===== config.mk =====
export PLATFORM = sky130hd
export DESIGN_NAME = polyline_densify
export DESIGN_NICKNAME = d
export VERILOG_FILES = /design/src/rtl/pd_pkg.sv /design/src/rtl/pd_queue.sv /design/src/rtl/pd_front.sv /design/src/rtl/pd_back.sv /design/src/rtl/polyline_densify.sv
export SDC_FILE = /design/constraint.sdc
export NUM_CORES = 2
export LEC_CHECK = 0
export BUFFER_PORTS_ARGS = -buffer_cell sky130_fd_sc_hd__buf_2
export CAP_MARGIN = 20
export CORE_AREA = 2 2 375 377
export CTS_CLUSTER_SIZE = 8
export DETAILED_ROUTE_END_ITERATION = 8
export DIE_AREA = 0 0 377 379
export GPL_ROUTABILITY_DRIVEN = 0
export GPL_TIMING_DRIVEN = 0
export MAX_ROUTING_LAYER = met4
export PLACE_DENSITY_LB_ADDON = 0.3
export SYNTH_ARGS = -nofsm -noshare
export SYNTH_HDL_FRONTEND = slang
export SYNTH_SLANG_ARGS = --single-unit

===== constraint.sdc =====
create_clock -name clk -period 27.2 [get_ports clk]
set_clock_uncertainty 0.15 [all_clocks]
set_input_delay 1.36 -clock clk [delete_from_list [all_inputs] [get_ports clk]]
set_output_delay 1.36 -clock clk [all_outputs]
set_load 0.01 [all_outputs]

===== src/rtl/pd_pkg.sv =====
`timescale 1ns / 1ps
// pd_pkg: shared constants and types for the polyline densifier.
// No dependencies; imported by pd_front, pd_back and polyline_densify.
package pd_pkg;

	localparam int DEF_COORD_WIDTH    = 32;
	localparam int DEF_MAX_SEG_POINTS = 63;

	localparam int DIST_W = 31;  // insert_distance width
	localparam int REC_W  = 24;  // record id width
	localparam int CNT_W  = 7;   // raw segment count, saturates at 127
	localparam int N_W    = 6;   // points per segment, up to 63

	localparam logic [DIST_W-1:0] DIST_RESET = DIST_W'(25600);

	// configuration register indexes
	localparam logic REG_ENABLE   = 1'b0;
	localparam logic REG_DISTANCE = 1'b1;

	typedef enum logic {
		CMD_POINT,  // emit the current vertex once
		CMD_SEG     // densify the segment prev -> current
	} cmd_kind_t;

	typedef enum logic [2:0] {
		ST_IDLE,
		ST_SQR,
		ST_ROOT,
		ST_CNT,
		ST_DIV,
		ST_EMIT,
		ST_END
	} bk_state_t;

endpackage


===== src/rtl/pd_queue.sv =====
`timescale 1ns / 1ps
// pd_queue: two-entry command queue between front and back.
// Generic, no package dependency.
module pd_queue #(
	parameter int W = 8
) (
	input  logic         clk,
	input  logic         arst_n,
	input  logic         push,
	input  logic [W-1:0] wdata,
	output logic         full,
	input  logic         pop,
	output logic         valid,
	output logic [W-1:0] rdata
);

	logic [W-1:0] mem_q [2];
	logic         wptr_q;
	logic         rptr_q;
	logic [1:0]   cnt_q;

	always_ff @(posedge clk) begin
		if (push) begin
			mem_q[wptr_q] <= wdata;
		end
	end

	always_ff @(posedge clk or negedge arst_n) begin
		if (!arst_n) begin
			wptr_q <= 1'b0;
			rptr_q <= 1'b0;
			cnt_q  <= 2'd0;
		end else begin
			if (push) wptr_q <= ~wptr_q;
			if (pop) rptr_q <= ~rptr_q;
			if (push && !pop) cnt_q <= cnt_q + 2'd1;
			else if (pop && !push) cnt_q <= cnt_q - 2'd1;
		end
	end

	assign full  = cnt_q == 2'd2;
	assign valid = cnt_q != 2'd0;
	assign rdata = mem_q[rptr_q];

endmodule


===== src/rtl/pd_front.sv =====
`timescale 1ns / 1ps
// pd_front: accepts vertices, tracks the previous vertex and classifies
// each vertex into a queue command. Depends on pd_pkg.
module pd_front
	import pd_pkg::*;
#(
	parameter int COORD_WIDTH = DEF_COORD_WIDTH,
	localparam int CMD_W = 4 * COORD_WIDTH + REC_W + 2
) (
	input  logic                   clk,
	input  logic                   arst_n,
	input  logic                   in_valid,
	output logic                   in_ready,
	input  logic [COORD_WIDTH-1:0] vertex_x,
	input  logic [COORD_WIDTH-1:0] vertex_y,
	input  logic                   part_start,
	input  logic                   part_end,
	input  logic [REC_W-1:0]       record_id,
	input  logic                   densify_enable,
	input  logic [DIST_W-1:0]      insert_distance,
	input  logic                   q_full,
	output logic                   q_push,
	output logic [CMD_W-1:0]       q_cmd
);

	logic [COORD_WIDTH-1:0] prev_x_q;
	logic [COORD_WIDTH-1:0] prev_y_q;
	logic                   have_prev_q;
	logic                   accept;
	logic                   need;
	cmd_kind_t              kind;

	assign in_ready = !q_full;
	assign accept   = in_valid && in_ready;

	always_comb begin
		if (!densify_enable || insert_distance == '0) begin
			need = 1'b1;
			kind = CMD_POINT;
		end else if (part_start || !have_prev_q) begin
			need = part_end;
			kind = CMD_POINT;
		end else begin
			need = 1'b1;
			kind = CMD_SEG;
		end
	end

	assign q_push = accept && need;
	assign q_cmd  = {part_end, record_id, vertex_y, vertex_x, prev_y_q, prev_x_q, kind};

	always_ff @(posedge clk or negedge arst_n) begin
		if (!arst_n) begin
			prev_x_q    <= '0;
			prev_y_q    <= '0;
			have_prev_q <= 1'b0;
		end else if (accept) begin
			prev_x_q    <= vertex_x;
			prev_y_q    <= vertex_y;
			have_prev_q <= !part_end;
		end
	end

endmodule


===== src/rtl/pd_back.sv =====
`timescale 1ns / 1ps
// pd_back: per-segment point count (serial square, square root, short
// divide) and point generation into the output register. Depends on pd_pkg.
module pd_back
	import pd_pkg::*;
#(
	parameter int COORD_WIDTH    = DEF_COORD_WIDTH,
	parameter int MAX_SEG_POINTS = DEF_MAX_SEG_POINTS,
	localparam int CMD_W = 4 * COORD_WIDTH + REC_W + 2
) (
	input  logic                   clk,
	input  logic                   arst_n,
	input  logic                   cmd_valid,
	input  logic [CMD_W-1:0]       cmd_data,
	output logic                   cmd_pop,
	input  logic [DIST_W-1:0]      insert_distance,
	output logic                   out_valid,
	input  logic                   out_ready,
	output logic [COORD_WIDTH-1:0] point_x,
	output logic [COORD_WIDTH-1:0] point_y,
	output logic [REC_W-1:0]       point_record,
	output logic                   run_last,
	output logic                   count_clamped
);

	localparam int CW   = COORD_WIDTH;
	localparam int DW   = CW + 1;
	localparam int SW   = $clog2(DW + 8);
	localparam int CMPW = (DW > DIST_W + CNT_W) ? DW : DIST_W + CNT_W;
	localparam logic [N_W-1:0] MAX_N = N_W'(MAX_SEG_POINTS);

	// command fields
	cmd_kind_t         c_kind;
	logic [CW-1:0]     c_px, c_py, c_cx, c_cy;
	logic [REC_W-1:0]  c_rec;
	logic              c_end;
	logic signed [DW-1:0] c_dx, c_dy;

	assign c_kind = cmd_kind_t'(cmd_data[0]);
	assign c_px   = cmd_data[CW:1];
	assign c_py   = cmd_data[2*CW:CW+1];
	assign c_cx   = cmd_data[3*CW:2*CW+1];
	assign c_cy   = cmd_data[4*CW:3*CW+1];
	assign c_rec  = cmd_data[4*CW+REC_W:4*CW+1];
	assign c_end  = cmd_data[4*CW+REC_W+1];
	assign c_dx   = DW'($signed(c_cx)) - DW'($signed(c_px));
	assign c_dy   = DW'($signed(c_cy)) - DW'($signed(c_py));

	bk_state_t state_q, state_d;

	logic [CW-1:0]    px_q, py_q, cx_q, cy_q;
	logic [REC_W-1:0] rec_q;
	logic             end_q, negx_q, negy_q;
	logic [SW-1:0]    step_q;
	// serial multiply
	logic [2*DW-1:0]  mcx_q, mcy_q, acc_q;
	logic [DW-1:0]    mpx_q, mpy_q;
	// square root
	logic [DW+1:0]    rrem_q;
	logic [DW-1:0]    root_q;
	// count divide
	logic [CMPW-1:0]  crem_q;
	logic [CNT_W-1:0] q_q;
	// step divide, quotient shifts into num
	logic [DW-1:0]    numx_q, numy_q;
	logic [N_W-1:0]   remx_q, remy_q;
	// interpolation accumulators
	logic [DW-1:0]    accx_q, accy_q;
	logic [N_W+1:0]   arx_q, ary_q;
	logic [N_W-1:0]   j_q;
	// output register
	logic             out_valid_q;
	logic [CW-1:0]    out_x_q, out_y_q;
	logic [REC_W-1:0] out_rec_q;
	logic             out_last_q, out_clamp_q;

	logic             can_load, load_out, clamp;
	logic [N_W-1:0]   n_c;
	logic             last_j, ovf;
	logic [DW+3:0]    rsh, rtrial;
	logic [CMPW-1:0]  dsh;
	logic [N_W:0]     shx, shy;
	logic [N_W+1:0]   sumx, sumy, two_n;
	logic [DW-1:0]    ptx, pty;

	assign can_load = !out_valid_q || out_ready;
	assign clamp    = q_q >= CNT_W'(MAX_SEG_POINTS);
	assign n_c      = clamp ? MAX_N : q_q[N_W-1:0] + N_W'(1);
	assign last_j   = j_q == n_c - N_W'(1);
	assign ovf      = CMPW'(root_q) >= (CMPW'(insert_distance) << CNT_W);
	assign dsh      = CMPW'(insert_distance) << step_q[2:0];
	assign rsh      = {rrem_q, acc_q[2*DW-1:2*DW-2]};
	assign rtrial   = {2'b00, root_q, 2'b01};
	assign shx      = {remx_q, numx_q[DW-1]};
	assign shy      = {remy_q, numy_q[DW-1]};
	assign two_n    = {1'b0, n_c, 1'b0};
	assign sumx     = arx_q + {remx_q, 1'b0};
	assign sumy     = ary_q + {remy_q, 1'b0};
	assign ptx      = DW'($signed(px_q)) + (negx_q ? -accx_q : accx_q);
	assign pty      = DW'($signed(py_q)) + (negy_q ? -accy_q : accy_q);

	// next state
	always_comb begin
		state_d = state_q;
		unique case (state_q)
			ST_IDLE: if (cmd_valid) state_d = (c_kind == CMD_SEG) ? ST_SQR : ST_END;
			ST_SQR:  if (step_q == SW'(DW - 1)) state_d = ST_ROOT;
			ST_ROOT: if (step_q == SW'(DW - 1)) state_d = ST_CNT;
			ST_CNT:  if ((step_q == SW'(CNT_W) && ovf) || step_q == '0) state_d = ST_DIV;
			ST_DIV:  if (step_q == '0) state_d = ST_EMIT;
			ST_EMIT: if (can_load && last_j) state_d = end_q ? ST_END : ST_IDLE;
			ST_END:  if (can_load) state_d = ST_IDLE;
			default: state_d = ST_IDLE;
		endcase
	end

	// control outputs
	always_comb begin
		cmd_pop  = 1'b0;
		load_out = 1'b0;
		unique case (state_q)
			ST_IDLE: cmd_pop = cmd_valid;
			ST_EMIT, ST_END: load_out = can_load;
			default: ;
		endcase
	end

	always_ff @(posedge clk or negedge arst_n) begin
		if (!arst_n) begin
			state_q     <= ST_IDLE;
			out_valid_q <= 1'b0;
		end else begin
			state_q <= state_d;
			if (load_out) out_valid_q <= 1'b1;
			else if (out_ready) out_valid_q <= 1'b0;
		end
	end

	// datapath
	always_ff @(posedge clk) begin
		case (state_q)
			ST_IDLE: begin
				px_q   <= c_px;
				py_q   <= c_py;
				cx_q   <= c_cx;
				cy_q   <= c_cy;
				rec_q  <= c_rec;
				end_q  <= c_end;
				negx_q <= c_dx[DW-1];
				negy_q <= c_dy[DW-1];
				mpx_q  <= c_dx[DW-1] ? -c_dx : c_dx;
				mpy_q  <= c_dy[DW-1] ? -c_dy : c_dy;
				numx_q <= c_dx[DW-1] ? -c_dx : c_dx;
				numy_q <= c_dy[DW-1] ? -c_dy : c_dy;
				mcx_q  <= (2*DW)'(c_dx[DW-1] ? -c_dx : c_dx);
				mcy_q  <= (2*DW)'(c_dy[DW-1] ? -c_dy : c_dy);
				acc_q  <= '0;
				remx_q <= '0;
				remy_q <= '0;
				q_q    <= '0;
				step_q <= '0;
			end
			ST_SQR: begin
				acc_q <= acc_q + (mpx_q[0] ? mcx_q : '0) + (mpy_q[0] ? mcy_q : '0);
				mcx_q <= mcx_q << 1;
				mcy_q <= mcy_q << 1;
				mpx_q <= mpx_q >> 1;
				mpy_q <= mpy_q >> 1;
				rrem_q <= '0;
				root_q <= '0;
				step_q <= (step_q == SW'(DW - 1)) ? '0 : step_q + SW'(1);
			end
			ST_ROOT: begin
				acc_q <= acc_q << 2;
				if (rsh >= rtrial) begin
					rrem_q <= (DW+2)'(rsh - rtrial);
					root_q <= {root_q[DW-2:0], 1'b1};
				end else begin
					rrem_q <= rsh[DW+1:0];
					root_q <= {root_q[DW-2:0], 1'b0};
				end
				step_q <= (step_q == SW'(DW - 1)) ? SW'(CNT_W) : step_q + SW'(1);
			end
			ST_CNT: begin
				if (step_q == SW'(CNT_W)) begin
					crem_q <= CMPW'(root_q);
					q_q    <= ovf ? '1 : '0;
					step_q <= ovf ? SW'(DW - 1) : SW'(CNT_W - 1);
				end else begin
					if (crem_q >= dsh) begin
						crem_q          <= crem_q - dsh;
						q_q[step_q[2:0]] <= 1'b1;
					end
					step_q <= (step_q == '0) ? SW'(DW - 1) : step_q - SW'(1);
				end
			end
			ST_DIV: begin
				if (shx >= {1'b0, n_c}) begin
					remx_q <= N_W'(shx - {1'b0, n_c});
					numx_q <= {numx_q[DW-2:0], 1'b1};
				end else begin
					remx_q <= shx[N_W-1:0];
					numx_q <= {numx_q[DW-2:0], 1'b0};
				end
				if (shy >= {1'b0, n_c}) begin
					remy_q <= N_W'(shy - {1'b0, n_c});
					numy_q <= {numy_q[DW-2:0], 1'b1};
				end else begin
					remy_q <= shy[N_W-1:0];
					numy_q <= {numy_q[DW-2:0], 1'b0};
				end
				accx_q <= '0;
				accy_q <= '0;
				arx_q  <= (N_W+2)'(n_c);
				ary_q  <= (N_W+2)'(n_c);
				j_q    <= '0;
				step_q <= step_q - SW'(1);
			end
			ST_EMIT: begin
				if (can_load) begin
					j_q <= j_q + N_W'(1);
					if (sumx >= two_n) begin
						arx_q  <= sumx - two_n;
						accx_q <= accx_q + numx_q + DW'(1);
					end else begin
						arx_q  <= sumx;
						accx_q <= accx_q + numx_q;
					end
					if (sumy >= two_n) begin
						ary_q  <= sumy - two_n;
						accy_q <= accy_q + numy_q + DW'(1);
					end else begin
						ary_q  <= sumy;
						accy_q <= accy_q + numy_q;
					end
				end
			end
			default: ;
		endcase

		if (load_out) begin
			out_rec_q   <= rec_q;
			out_clamp_q <= clamp;
			if (state_q == ST_EMIT) begin
				out_x_q    <= ptx[CW-1:0];
				out_y_q    <= pty[CW-1:0];
				out_last_q <= last_j && !end_q;
			end else begin
				out_x_q    <= cx_q;
				out_y_q    <= cy_q;
				out_last_q <= 1'b1;
			end
		end
	end

	assign out_valid     = out_valid_q;
	assign point_x       = out_x_q;
	assign point_y       = out_y_q;
	assign point_record  = out_rec_q;
	assign run_last      = out_last_q;
	assign count_clamped = out_clamp_q;

`ifndef ASSERT_OFF
	a_j_in_range: assert property (@(posedge clk) disable iff (!arst_n)
		state_q == ST_EMIT |-> j_q < n_c)
		else $error("point index past segment count");
	a_rem_bound: assert property (@(posedge clk) disable iff (!arst_n)
		state_q == ST_EMIT |-> (arx_q < two_n && ary_q < two_n))
		else $error("interpolation remainder out of range");
	a_pop_idle: assert property (@(posedge clk) disable iff (!arst_n)
		cmd_pop |=> (state_q == ST_SQR || state_q == ST_END))
		else $error("popped command not started");
	a_point_clamp: assert property (@(posedge clk) disable iff (!arst_n)
		(cmd_pop && c_kind == CMD_POINT) |=> !clamp)
		else $error("clamp flag on single vertex");
`endif

endmodule


===== src/rtl/polyline_densify.sv =====
`timescale 1ns / 1ps
// polyline_densify: top level; configuration registers, stream packing,
// front/queue/back hookup. Depends on pd_pkg, pd_front, pd_queue, pd_back.
//
// Usage:
//  s_axis: one vertex per beat. tdata = {record_id, vertex_y, vertex_x}
//   (x lowest), tuser = {part_end, part_start}.
//  m_axis: point beats. tdata = {point_record, point_y, point_x},
//   tlast = last point caused by one vertex, tuser = count_clamped.
//  cfg: cfg_valid/cfg_ready with cfg_index (0 = densify_enable,
//   1 = insert_distance) and cfg_data; always ready. Write only while idle.
// Timing: a copied vertex passes through the queue and the back end's end
//  state into the output register. A densified segment runs through the serial
//  squarer, the bit-serial square root, the count divider and the step divider,
//  then emits one point per cycle while m_axis is ready: n, plus one more at a
//  part end. The back end handles one segment at a time; a two-entry queue
//  lets the front keep accepting vertices meanwhile.
// Reset clears the previous vertex, the queue, the back end and output valid;
//  configuration returns to copy mode with distance 100.0.
// A stalled m_axis holds the output register; the back end waits, the queue
//  fills, then s_axis_tready drops.
module polyline_densify
	import pd_pkg::*;
#(
	parameter int MAX_SEG_POINTS = DEF_MAX_SEG_POINTS,
	parameter int COORD_WIDTH    = DEF_COORD_WIDTH,
	localparam int DATA_W = ((2 * COORD_WIDTH + REC_W + 7) / 8) * 8
) (
	input  logic              clk,
	input  logic              arst_n,
	input  logic              s_axis_tvalid,
	output logic              s_axis_tready,
	input  logic [DATA_W-1:0] s_axis_tdata,   // vertex_x, vertex_y, record_id, pad
	input  logic [1:0]        s_axis_tuser,   // part_start, part_end
	output logic              m_axis_tvalid,
	input  logic              m_axis_tready,
	output logic [DATA_W-1:0] m_axis_tdata,   // point_x, point_y, point_record, pad
	output logic              m_axis_tlast,   // run_last
	output logic [0:0]        m_axis_tuser,   // count_clamped
	input  logic              cfg_valid,
	output logic              cfg_ready,
	input  logic              cfg_index,
	input  logic [DIST_W-1:0] cfg_data
);

	localparam int CW    = COORD_WIDTH;
	localparam int CMD_W = 4 * CW + REC_W + 2;
	localparam int PAD_W = DATA_W - 2 * CW - REC_W;

	logic              enable_q;
	logic [DIST_W-1:0] distance_q;

	assign cfg_ready = 1'b1;

	always_ff @(posedge clk or negedge arst_n) begin
		if (!arst_n) begin
			enable_q   <= 1'b0;
			distance_q <= DIST_RESET;
		end else if (cfg_valid) begin
			unique case (cfg_index)
				REG_ENABLE:   enable_q   <= cfg_data[0];
				REG_DISTANCE: distance_q <= cfg_data;
				default: ;
			endcase
		end
	end

	logic             q_full, q_push, q_pop, q_valid;
	logic [CMD_W-1:0] q_wdata, q_rdata;

	pd_front #(
		.COORD_WIDTH(COORD_WIDTH)
	) u_front (
		.clk            (clk),
		.arst_n         (arst_n),
		.in_valid       (s_axis_tvalid),
		.in_ready       (s_axis_tready),
		.vertex_x       (s_axis_tdata[CW-1:0]),
		.vertex_y       (s_axis_tdata[2*CW-1:CW]),
		.part_start     (s_axis_tuser[0]),
		.part_end       (s_axis_tuser[1]),
		.record_id      (s_axis_tdata[2*CW+REC_W-1:2*CW]),
		.densify_enable (enable_q),
		.insert_distance(distance_q),
		.q_full         (q_full),
		.q_push         (q_push),
		.q_cmd          (q_wdata)
	);

	pd_queue #(
		.W(CMD_W)
	) u_queue (
		.clk   (clk),
		.arst_n(arst_n),
		.push  (q_push),
		.wdata (q_wdata),
		.full  (q_full),
		.pop   (q_pop),
		.valid (q_valid),
		.rdata (q_rdata)
	);

	logic [CW-1:0]    pt_x, pt_y;
	logic [REC_W-1:0] pt_rec;

	pd_back #(
		.COORD_WIDTH   (COORD_WIDTH),
		.MAX_SEG_POINTS(MAX_SEG_POINTS)
	) u_back (
		.clk            (clk),
		.arst_n         (arst_n),
		.cmd_valid      (q_valid),
		.cmd_data       (q_rdata),
		.cmd_pop        (q_pop),
		.insert_distance(distance_q),
		.out_valid      (m_axis_tvalid),
		.out_ready      (m_axis_tready),
		.point_x        (pt_x),
		.point_y        (pt_y),
		.point_record   (pt_rec),
		.run_last       (m_axis_tlast),
		.count_clamped  (m_axis_tuser[0])
	);

	// zero padding up to whole bytes
	assign m_axis_tdata = {{PAD_W{1'b0}}, pt_rec, pt_y, pt_x};

endmodule


==> results.yml <==
outcome:
  status: "finished clean"
detailed_routing:
  via_per_inst: 6.01
  ant_nets: 0
  drc: 0
  drt-initial-drc-count: 5884
  wl_per_cell_um: 22.1
  routed_wl_mm: 200
  vias: 54475
  firstDrtPassIters: 6
hold_path:
  min_path_type: "flop to flop"
cells_and_area:
  fill_cells: 11342
  final_area_um2: 81400
  finish.utilization: 0.586
  nets: 7740
  area_growth_syn_to_layout_pct: 13.1
  drive_above_1_share: 0.106
timing:
  fin_crit_sh: 0.274
  worst_pin_slew_ns: 1.24
  rsz0062_at_grt: "false"
  fmax_mhz: 134
  setup_violations: 0
  hold_viol: 0
  fin_tns_setup_ns: 0
  fin_crit_ns: 7.45
  relSlewSlack: 0.173
  slew_viol_final: 0
die:
  start_util: 0.518
  die_h_um: 379
  dieWidth_um: 377
  die_area_um2: 143000
  row_count: 137
  core_um2: 139000
  ioPinCount: 220
synthesis:
  post_synth_instance_area_um2: 71900
  synth-compound-area-share: 0.129
  synth_nets: 7298
  ys_top_cells_by_count: "edfxtp_1 (1099), nor2_1 (727), nand2_1 (569), inv_1 (457), a21oi_1 (419)"
  ys_async_sr_fraction: 0.0872
  syn_area_per_cell_um2: 10.7
  ys_seq_area_frac: 0.495
  yosys.area_share.xor_xnor: 0.0617
  ys_warn_count: 0
  synthMuxAreaShare: 0.0575
  synth_top_family_by_area: "compound AO/OA/AOI/OAI gates"
  ys_ff_latch: 1204
  synth_simple_gate_area_frac: 0.128
  synth.area.top_cells: "edfxtp_1 (46%), ha_1 (7.0%), xnor2_1 (3.9%)"
  synth_edf_count: 1099
  yosysUniqueCellTypes: 103
  netlist.area_leader.share: 0.459
  yosys.area.top_type: "edfxtp_1"
  syn_inst: 6692
  ys.flop_type: "edfxtp_1"
  synthAdderAreaFrac: 0.0916
  synth_most_common_cell: "edfxtp_1"
cts:
  root_buffer: "clkbuf_16"
  clock_sinks: 1204
  cts_max_path_buffers: 3
  worstSkewPairLatency_ns: 0.83
  post_cts_buffers: 0
  cts_hold_buf: 0
  cts_buffers: 170
  path_clk_slew_ns: 0.06
  cts_tree: "built"
  cts_htree_levels: 4
  ctsResizeCount: 0
critical_path:
  criticalPathCategory: "flop to flop"
  crit_arrival_ns: 7.95
  cp_max_fo: 10
  startpoint_type: "flop"
  required_ns: 27.69
  cp-end-kind: "flop"
place:
  dp_hpwl_mm: 150
  place_area_um2: 76200
  io_buffers: 218
job:
  cap_violations: 0
global_routing:
  grt_pass1_vias: 52571
  grt_pass1_wl_mm: 303
  grt_max_degree: 60
  antenna_found_initial: 12
  grt.total_usage: 0.285
  grt-ovfl-total: 0
[stage by stage]
| step | setup slack (ns) | instances | hold WS, ns |
|---|---|---|---|
| floorplan | 12.60 | 6692 | 0.250 |
| global placement | 3.95 | 8717 | 0.251 |
| detailed placement | 19.31 | 8765 | 0.256 |
| CTS | 19.23 | 9059 | 0.258 |
| global route | 19.61 | 9070 | 0.264 |
| finish | 19.75 | 9071 | 0.258 |
[cells by family after synthesis]
group	count (synthesis)
and+or+nand+nor	1979
AOI/OAI and AO/OA	1453
DFF	1204
buffers and inverters	709
xor gates and xnor gates	507
adders and majority gates	479
muxes	360
other	1
[worst max-delay path, cell delays in order, from the launching register on]
cell	delay, ns
dfrtp_1	0.50
clkbuf_1	0.42
buf_1	0.64
buf_8	0.23
buf_1	0.22
buf_8	0.23
mux2i_1	0.30
ha_1	0.34
a21oi_1	0.35
o211ai_1	0.21
a2111oi_0	0.44
o21ai_1	0.23
nand4_1	0.24
a21oi_1	0.16
o22ai_1	0.30
o221ai_1	0.46
inv_2	0.38
clkbuf_1	0.58
nand3_1	0.21
nor3_1	0.52
a21o_1	0.16
[registers in the layout, summed over array words and instances (netlist names), 33 cells and up]
register and cells:
u_back.rrem_q 35, u_back.mpy_q 33, u_back.numx_q 33, u_back.mcx_q 66, u_back.crem_q 38, u_back.mcy_q 66, u_back.root_q 33, u_back.mpx_q 33
u_back.acc_q 66, u_back.numy_q 33, u_queue.mem_q 308
[layer usage]
layer | part of all wire | vias up | routed length (um) | global-route usage
met2 | 0.46 | 2304 | 91200 | 0.439
met3 | 0.090 | 436 | 18100 | 0.0506
met5 | 0 | - | 0 | -
met4 | 0.038 | 0 | 7590 | 0.103
li1 | - | 25160 | - | -
met1 | 0.42 | 26575 | 83500 | 0.378
[final timing paths]
kind	from	end	slack, ns	cells after the start
min in group asynchronous	arst_n	u_front.prev_y_q[13]	0.34	1
worst max-delay path	u_queue.rptr_q	u_back.mcy_q[32]	19.75	20
worst min-delay path	u_back.rec_q[16]	u_back.point_record[16]	0.26	0
worst min register to register	u_back.rec_q[16]	u_back.point_record[16]	0.26	0
worst max register to register	u_queue.rptr_q	u_back.mcy_q[32]	19.75	20
max in group asynchronous	arst_n	distance_q[10]	25.74	2
[layout by cell type (no fill, tap or decap), types with 170 or more instances in the layout]
cell and count:
edfxtp_1 1099, xor2_1 185, clkbuf_16 170, mux2_2 203, clkbuf_1 313, buf_2 224, xnor2_1 322, a21o_1 214
o21ai_0 278, nor2_1 722, ha_1 400, inv_1 457, nand2_1 569, a21oi_1 418
[layout make-up]
class | instances | area [um^2] | area share
diodes | 8 | 20.0 | 0.000246
plain buffers | 249 | 952 | 0.0117
clock buffers | 277 | 4680 | 0.0575
clock inverters | 17 | 444 | 0.00546
inverters | 460 | 1730 | 0.0212
multi-input cells | 4779 | 33700 | 0.414
flip-flops and latches | 1204 | 35600 | 0.438
well taps | 1807 | 2260 | 0.0278
repair buffers | 270 | 1970 | 0.0243
Power is left out: the tool's default activity adds up to more than one toggle a clock period on the data nets, which glitch-free logic cannot reach.
